## config.mk

```make
export PLATFORM = sky130hd
export DESIGN_NAME = grid_max_path_with_edge_costs_unit
export DESIGN_NICKNAME = d
export VERILOG_FILES = /design/src/rtl/gmp_pkg.sv /design/src/rtl/grid_max_path_with_edge_costs_unit.sv /design/src/rtl/gmp_ram.sv /design/src/rtl/gmp_cell.sv
export SDC_FILE = /design/constraint.sdc
export NUM_CORES = 2
export LEC_CHECK = 0
export ABC_AREA = 1
export BUFFER_PORTS_ARGS = -buffer_cell sky130_fd_sc_hd__buf_4
export CAP_MARGIN = 10
export CORE_MARGIN = 8
export CORE_UTILIZATION = 28
export CTS_CLUSTER_SIZE = 24
export DETAILED_ROUTE_END_ITERATION = 10
export MAX_ROUTING_LAYER = met4
export SYNTH_ARGS = -nofsm -noshare
export SYNTH_HDL_FRONTEND = slang
export SYNTH_SLANG_ARGS = --single-unit
```

## constraint.sdc

```tcl
create_clock -name clk -period 10 [get_ports clk]
set_clock_uncertainty 0.05 [all_clocks]
set_input_delay 3 -clock clk [delete_from_list [all_inputs] [get_ports clk]]
set_output_delay 3 -clock clk [all_outputs]
set_load 0.1 [all_outputs]
```

## src/rtl/gmp_pkg.sv

```systemverilog
// shared widths, defaults and types for the grid max-path unit
`timescale 1ns / 1ps
package gmp_pkg;

	localparam int GAIN_W          = 16;
	localparam int COST_W          = 16;
	localparam int TOTAL_W         = 31;
	localparam int CFG_W           = 7;
	localparam int MAX_SIDE_DEF    = 64;
	localparam logic [CFG_W-1:0] GRID_SIZE_RESET = 7'd64;

	// per-column or left-neighbor record: reachable flag and best total
	typedef struct packed {
		logic               reach;
		logic [TOTAL_W-1:0] total;
	} node_t;

	localparam int NODE_W = $bits(node_t);

	// where the cell sits in the grid
	typedef struct packed {
		logic first_row;
		logic first_col;
	} cell_pos_t;

endpackage

```

## src/rtl/grid_max_path_with_edge_costs_unit.sv

```systemverilog
// top level of the grid max-path unit with edge costs
//
// channel  dir  handshake                 contents
// s_*      in   s_tvalid / s_tready       one grid cell per transaction, raster order
// m_*      out  m_tvalid / m_tready       final total and failure flag per grid
// cfg_*    in   cfg_wen                   grid_size register, no read-back
//
// one cell per cycle while the output is not stalled; a grid's last cell passes the input
// register (with the row-store read) and then the compute stage into the output register.
// the upper total comes from a row-store ram read at accept time; the left total
// is fed back from the previous cell's compute cycle.
// reset clears position, pipeline and output valids; grid_size returns to 64.
// a stalled output only holds the compute stage when it carries a grid's last cell.
`timescale 1ns / 1ps
module grid_max_path_with_edge_costs_unit #(
	parameter int MAX_SIDE = gmp_pkg::MAX_SIDE_DEF
) (
	input  logic                      clk,
	input  logic                      arst_n,
	// configuration
	input  logic                      cfg_wen,
	input  logic [gmp_pkg::CFG_W-1:0] cfg_wdata,   // grid_size
	// cell stream
	input  logic                      s_tvalid,
	output logic                      s_tready,
	input  logic [47:0]               s_tdata,     // cell_gain, cost_from_left, cost_from_above
	input  logic                      s_tuser,     // cell_blocked
	// result stream
	output logic                      m_tvalid,
	input  logic                      m_tready,
	output logic [31:0]               m_tdata,     // final_total, zero pad
	output logic                      m_tuser      // path_failed
);
	import gmp_pkg::*;

	localparam int IDX_W  = $clog2(MAX_SIDE);
	localparam int SIDE_W = $clog2(MAX_SIDE + 1);
	localparam int CNT_W  = (SIDE_W > CFG_W) ? SIDE_W : CFG_W;

	logic [CFG_W-1:0] grid_q;
	logic [CNT_W-1:0] col_q;
	logic [CNT_W-1:0] row_q;
	logic [CNT_W-1:0] side;
	logic [CNT_W-1:0] grid_ext;
	logic [CNT_W-1:0] cur_col;
	logic [CNT_W-1:0] cur_row;
	logic [CNT_W-1:0] col_nxt;
	logic [CNT_W-1:0] row_nxt;
	logic             last_col;
	logic             last_row;
	logic             in_acc;

	logic               valid_s1;
	logic [GAIN_W-1:0]  gain_s1;
	logic               blocked_s1;
	logic [COST_W-1:0]  cost_l_s1;
	logic [COST_W-1:0]  cost_u_s1;
	logic [IDX_W-1:0]   col_s1;
	cell_pos_t          pos_s1;
	logic               last_s1;
	logic               adv_s1;
	logic               fire_s1;

	node_t              left_q;
	node_t              up_node;
	node_t              cell_node;
	logic [NODE_W-1:0]  ram_rdata;

	logic               out_valid_q;
	logic [TOTAL_W-1:0] out_total_q;
	logic               out_failed_q;

	// effective side: zero acts as one, clipped to MAX_SIDE
	assign grid_ext = CNT_W'(grid_q);
	always_comb begin
		if (grid_q == '0) begin
			side = CNT_W'(1);
		end else if (grid_ext > CNT_W'(MAX_SIDE)) begin
			side = CNT_W'(MAX_SIDE);
		end else begin
			side = grid_ext;
		end
	end

	// position of the incoming cell and the step to the next one
	always_comb begin
		if (col_q >= side || row_q >= side) begin
			cur_col = '0;
			cur_row = '0;
		end else begin
			cur_col = col_q;
			cur_row = row_q;
		end
		col_nxt  = cur_col + CNT_W'(1);
		row_nxt  = cur_row + CNT_W'(1);
		last_col = !(col_nxt < side);
		last_row = !(row_nxt < side);
	end

	assign in_acc   = s_tvalid && s_tready;
	assign adv_s1   = !(last_s1 && out_valid_q && !m_tready);
	assign fire_s1  = valid_s1 && adv_s1;
	assign s_tready = !valid_s1 || adv_s1;

	// configuration register and position counters
	always_ff @(posedge clk or negedge arst_n) begin
		if (!arst_n) begin
			grid_q <= GRID_SIZE_RESET;
			col_q  <= '0;
			row_q  <= '0;
		end else if (cfg_wen) begin
			grid_q <= cfg_wdata;
			col_q  <= '0;
			row_q  <= '0;
		end else if (in_acc) begin
			if (last_col) begin
				col_q <= '0;
				row_q <= last_row ? '0 : row_nxt;
			end else begin
				col_q <= col_nxt;
				row_q <= cur_row;
			end
		end
	end

	// input register: valid
	always_ff @(posedge clk or negedge arst_n) begin
		if (!arst_n) begin
			valid_s1 <= 1'b0;
		end else if (s_tready) begin
			valid_s1 <= s_tvalid;
		end
	end

	// input register: payload and position
	always_ff @(posedge clk) begin
		if (in_acc) begin
			gain_s1           <= s_tdata[15:0];
			cost_l_s1         <= s_tdata[31:16];
			cost_u_s1         <= s_tdata[47:32];
			blocked_s1        <= s_tuser;
			col_s1            <= cur_col[IDX_W-1:0];
			pos_s1.first_row  <= (cur_row == '0);
			pos_s1.first_col  <= (cur_col == '0);
			last_s1           <= last_col && last_row;
		end
	end

	// row store: read the column at accept, write back in the compute cycle
	gmp_ram #(
		.WIDTH (NODE_W),
		.DEPTH (MAX_SIDE)
	) u_row_store (
		.clk   (clk),
		.we    (fire_s1),
		.waddr (col_s1),
		.wdata (cell_node),
		.re    (in_acc),
		.raddr (cur_col[IDX_W-1:0]),
		.rdata (ram_rdata)
	);

	assign up_node = node_t'(ram_rdata);

	gmp_cell u_cell (
		.gain    (gain_s1),
		.blocked (blocked_s1),
		.cost_l  (cost_l_s1),
		.cost_u  (cost_u_s1),
		.pos     (pos_s1),
		.left    (left_q),
		.up      (up_node),
		.node    (cell_node)
	);

	// left neighbor record
	always_ff @(posedge clk or negedge arst_n) begin
		if (!arst_n) begin
			left_q <= '0;
		end else if (fire_s1) begin
			left_q <= cell_node;
		end
	end

	// output register: valid
	always_ff @(posedge clk or negedge arst_n) begin
		if (!arst_n) begin
			out_valid_q <= 1'b0;
		end else if (fire_s1 && last_s1) begin
			out_valid_q <= 1'b1;
		end else if (m_tready) begin
			out_valid_q <= 1'b0;
		end
	end

	// output register: payload
	always_ff @(posedge clk) begin
		if (fire_s1 && last_s1) begin
			out_total_q  <= cell_node.total;
			out_failed_q <= !cell_node.reach || (cell_node.total == '0);
		end
	end

	assign m_tvalid = out_valid_q;
	assign m_tdata  = {1'b0, out_total_q};
	assign m_tuser  = out_failed_q;

	// a grid result never overwrites one still waiting
	assert property (@(posedge clk) disable iff (!arst_n)
		(fire_s1 && last_s1) |-> (!out_valid_q || m_tready))
		else $error("result register overwritten");

	// a held compute stage keeps its cell
	assert property (@(posedge clk) disable iff (!arst_n)
		(valid_s1 && !adv_s1) |=> (valid_s1 && $stable(col_s1) && $stable(last_s1)))
		else $error("stalled cell lost");

	// position stays inside the grid
	assert property (@(posedge clk) disable iff (!arst_n)
		(col_q < side) && (row_q < side))
		else $error("position outside grid");

	// the last cell of a grid sends the position back to the start
	assert property (@(posedge clk) disable iff (!arst_n)
		(in_acc && last_col && last_row && !cfg_wen) |=> (col_q == '0 && row_q == '0))
		else $error("position not wrapped after grid");

endmodule

```

## src/rtl/gmp_ram.sv

```systemverilog
// generic single-write, single-read ram with registered read data
`timescale 1ns / 1ps
module gmp_ram #(
	parameter int WIDTH = 32,
	parameter int DEPTH = 64
) (
	input  logic                     clk,
	input  logic                     we,
	input  logic [$clog2(DEPTH)-1:0] waddr,
	input  logic [WIDTH-1:0]         wdata,
	input  logic                     re,
	input  logic [$clog2(DEPTH)-1:0] raddr,
	output logic [WIDTH-1:0]         rdata
);

	logic [WIDTH-1:0] mem_q [DEPTH];

	// write port
	always_ff @(posedge clk) begin
		if (we) begin
			mem_q[waddr] <= wdata;
		end
	end

	// registered read port
	always_ff @(posedge clk) begin
		if (re) begin
			rdata <= mem_q[raddr];
		end
	end

endmodule

```

## src/rtl/gmp_cell.sv

```systemverilog
// one grid cell update: best neighbor candidate, reachability and saturation
`timescale 1ns / 1ps
module gmp_cell (
	input  logic [gmp_pkg::GAIN_W-1:0] gain,
	input  logic                       blocked,
	input  logic [gmp_pkg::COST_W-1:0] cost_l,
	input  logic [gmp_pkg::COST_W-1:0] cost_u,
	input  gmp_pkg::cell_pos_t         pos,
	input  gmp_pkg::node_t             left,
	input  gmp_pkg::node_t             up,
	output gmp_pkg::node_t             node
);
	import gmp_pkg::*;

	logic signed [TOTAL_W:0] cand_l;
	logic signed [TOTAL_W:0] cand_u;
	logic signed [TOTAL_W:0] best;
	logic                    have_l;
	logic                    have_u;
	logic                    is_start;
	logic [TOTAL_W:0]        base;
	logic [TOTAL_W:0]        sum;
	logic                    reach;

	// candidates from left and upper neighbors
	assign cand_l = signed'({1'b0, left.total}) - signed'((TOTAL_W+1)'(cost_l));
	assign cand_u = signed'({1'b0, up.total}) - signed'((TOTAL_W+1)'(cost_u));
	assign have_l = !pos.first_col && left.reach;
	assign have_u = !pos.first_row && up.reach;
	assign is_start = pos.first_row && pos.first_col;

	// pick the larger existing candidate
	always_comb begin
		if (have_l && have_u) begin
			best = (cand_u > cand_l) ? cand_u : cand_l;
		end else if (have_l) begin
			best = cand_l;
		end else begin
			best = cand_u;
		end
	end

	// reachability, add gain, saturate at the top of the total range
	assign reach = !blocked && (is_start || ((have_l || have_u) && !best[TOTAL_W]));
	assign base  = is_start ? '0 : unsigned'(best);
	assign sum   = base + (TOTAL_W+1)'(gain);

	always_comb begin
		node.reach = reach;
		if (!reach) begin
			node.total = '0;
		end else if (sum[TOTAL_W]) begin
			node.total = '1;
		end else begin
			node.total = sum[TOTAL_W-1:0];
		end
	end

endmodule

```

==> run_results.csv <==
group,metric,value,unit
placed_design,dp_hpwl,159000,um
floorplan,ios,96,
critical_path,cp.required,10.48,ns
critical_path,critPathKind,"flip-flop to flip-flop",
synth,synth_compound_gate_area_share,0.136,
run_status,outcome,"finished, final reports clean",
floorplan,design.die.area,0.347,sq mm
detailed_routing,route.antenna.remaining_nets,0,
synth,ys_warn_count,0,
layout,mostFrequentLayoutCell,"sky130_fd_sc_hd__edfxtp_1",
cts,cts_made_buffers,220,
layout,fillerInstances,31900,
synth,netlist_instances,7313,
layout,ff_latch_area,0.0665,sq mm
layout,design_area,0.106,sq mm
global_route,combined_global_route_utilization_of_all_metal_layers,0.163,
detailed_routing,drt_first_iter_violations,8545,
sta,clock.fmax,0.107,GHz
synth,synthesized_area_fraction_occupied_by_adder_cells,0.0155,
synth,yosys-mux-area-fraction,0,
layout,multi_input_comb_area,0.0234,sq mm
sta,finalHoldViolCount,0,
floorplan,chipWidth,589,um
critical_path,crit_family,"simple AND/OR/NAND/NOR gates",
pwr,power.density_cell_area,222,mW/mm^2
synth,mappedNetlistNets,7486,
synth,synth-edff-count,2170,
cts,cts_max_path_buffers,3,
placed_design,io_buffers,94,
pwr,totalPowerFinal,23.5,mW
detailed_routing,vias,62800,
synth,ys_seq_area_frac,0.723,
sta,maxSlewViolCount,0,
synth,synth.avg_cell_area,12.6,sq um
global_route,antenna_violations_before_repair,8,
layout,syn_to_final_growth,15.2,%
sta,worst_pin_slew,1.22,ns
layout,finish.net_count,7532,
layout,final_core_util,0.324,
floorplan,start_util,0.281,
synth,synth.cell_area,0.0920,sq mm
floorplan,core_area,0.327,sq mm
cts,clock_sink_count,2225,
critical_path,cpMaxStageDelayCell,"sky130_fd_sc_hd__a21oi_2",
critical_path,crit_fanout,26,
synth,synth_simple_gate_area_share,0.0882,
critical_path,max_stage_delay,0.85,ns
pwr,vdd_drop_max,0.199,mV
layout,most_frequent_cells_in_the_layout,"sky130_fd_sc_hd__edfxtp_1, sky130_fd_sc_hd__o21ai_0, sky130_fd_sc_hd__nor2_1",
cts,ctsHtreeMaxLevel,4,
synth,synth_top_family_by_area,"compound AO/OA/AOI/OAI gates",
synth,postSynth.asyncResetShare,0.0247,
placed_design,dp_worst_setup_slack,0.0921,ns
critical_path,critical_path.n_buffers_inverters,5,
synth,postSynth.topFlopCell,"sky130_fd_sc_hd__edfxtp_1",
synth,netlist-cell-type-count,59,
flow_run,max_cap_viol_count,0,
synth,synth-xor-area-share,0.00799,
detailed_routing,total_wirelength,289000,um
critical_path,top_cell_by_count_worst_path,"sky130_fd_sc_hd__nand2_1",
sta,fin_setup_tns,0,ns
sta,rsz0062_at_grt,"false",
sta,post-route-period-util,0.934,
min_path,type_of_the_tightest_min_delay_check,"flip-flop to flip-flop",
layout,final_layout_size_suffix_gt1_frac,0.104,
cts,cts.reportedPaths.clkPinSlew,0.06,ns
cts,clkLatencyLatePin,0.88,ns
sta,final_period_minus_worst_setup_slack,9.34,ns
floorplan,die_height,589,um
floorplan,rows,210,
sta,setup-violations-final,0,
detailed_routing,drt_drc_violations_left,0,
placed_design,dpl_cell_area,0.0988,sq mm
layout,stdcell_count,11900,
placed_design,placed_cells_incl_taps,11500,
detailed_routing,drt-pass1-iter-count,6,
detailed_routing,wire_per_inst,24.3,um
global_route,grt_start_max_net_pins,182,
critical_path,critPathLaunchType,"flip-flop",
sta,postLayoutSetupSlackWorst,0.663,ns
detailed_routing,number_of_vias_per_cell,5.28,
cts,cts_tree,"built",
cts,clock-root-buffer,"sky130_fd_sc_hd__clkbuf_16",
critical_path,worst_setup_end_kind,"flip-flop",
global_route,first_global_vias,58900,
pwr,total_leakage_power,35.1,nW
global_route,grt_pass1_wl,413000,um
global_route,gr_ovfl_total,0,
critical_path,worstPathArrival,9.81,ns
sta,maxSlewHeadroom,0.174,
placed_design,gp_congestion,0.889,
sta,fin_hold_ws,0.453,ns
synth,register_bit_count_reported_by_yosys,2225,
-- state kept, by name (all words and copies together) (netlist names), 7 cells and up --
signal	count
col_q	7
out_total_q	31
grid_ext	7
left_q	32
gain_s1	16
u_row_store.rdata	32
cost_u_s1	16
row_q	7
u_row_store.mem_q	2048
cost_l_s1	16
-- timing repair --
| item | CTS | global route |
|---|---|---|
| buffers inserted | 0 | 4 |
| gates resized for setup | 0 | 61 |
| endpoints found under the setup margin | 0 | 1996 |
| hold buffers | 0 | 0 |
-- cell type report --
type	count	area share
antenna	10	0.000236
clock buffer	296	0.0568
clock inverter	118	0.00902
inverter	230	0.00929
multi-input combinational	4388	0.221
sequential	2225	0.628
tap	4346	0.0513
timing repair buffer	294	0.0245
-- tightest hold or removal path: stages, from the launching register on --
cell and delay, ns:
sky130_fd_sc_hd__dfrtp_1 0.35, sky130_fd_sc_hd__nand2_1 0.06, sky130_fd_sc_hd__o21ai_0 0.06
-- per-layer routing --
metal	track usage	vias to the layer above	part of all wire
met1	0.220	31700	0.41
li1	-	27300	-
met3	0.0265	484	0.097
met2	0.249	3348	0.46
met4	0.0544	0	0.034
met5	-	-	0
-- synth_stat cells (15+ instances only) --
cell	count	area (sq um)
sky130_fd_sc_hd__nor3_1	15	75.1
sky130_fd_sc_hd__inv_1	222	833
sky130_fd_sc_hd__nand2_1	404	1520
sky130_fd_sc_hd__a21oi_1	138	691
sky130_fd_sc_hd__dfrtp_1	54	1350
sky130_fd_sc_hd__o311ai_0	32	280
sky130_fd_sc_hd__clkbuf_1	453	1700
sky130_fd_sc_hd__o22ai_1	462	2890
sky130_fd_sc_hd__xor2_1	52	455
sky130_fd_sc_hd__o21ai_0	1292	6470
sky130_fd_sc_hd__o22a_1	64	561
sky130_fd_sc_hd__nand3_1	156	781
sky130_fd_sc_hd__nand4_1	37	231
sky130_fd_sc_hd__o211ai_1	73	548
sky130_fd_sc_hd__nor2_1	1326	4980
sky130_fd_sc_hd__edfxtp_1	2170	65200
sky130_fd_sc_hd__o221ai_1	65	569
sky130_fd_sc_hd__xnor2_1	30	263
sky130_fd_sc_hd__ha_1	109	1360
-- power breakdown --
part | internal [mW] | switching [mW]
combinational | 1.16 | 3.37
clock | 4.50 | 3.52
sequential | 10.9 | 0.0856
-- cells by family (layout without fill, tap and decap cells) --
group	Yosys count	in the layout
buffers and inverters	701	938
and+or+nand+nor	2001	2001
DFF	2225	2225
AOI/OAI and AO/OA	2190	2191
adders and majority gates	112	112
other	1	11
xor gates and xnor gates	83	83
-- final timing paths --
check	from	end	slack [ns]	cells after the start
worst min-delay path	left_q[14]$_DFFE_PN0P_	left_q[14]$_DFFE_PN0P_	0.45	2
worst max-delay path	left_q[0]$_DFFE_PN0P_	u_row_store.mem_q[61][27]$_DFFE_PP_	0.66	47
worst max register to register	left_q[0]$_DFFE_PN0P_	u_row_store.mem_q[61][27]$_DFFE_PP_	0.66	47
min in group asynchronous	arst_n	left_q[1]$_DFFE_PN0P_	2.18	1
worst min register to register	left_q[14]$_DFFE_PN0P_	left_q[14]$_DFFE_PN0P_	0.45	2
max in group asynchronous	arst_n	valid_s1$_DFFE_PN0N_	7.11	1
No activity file was read; power rests on OpenSTA's default activity.
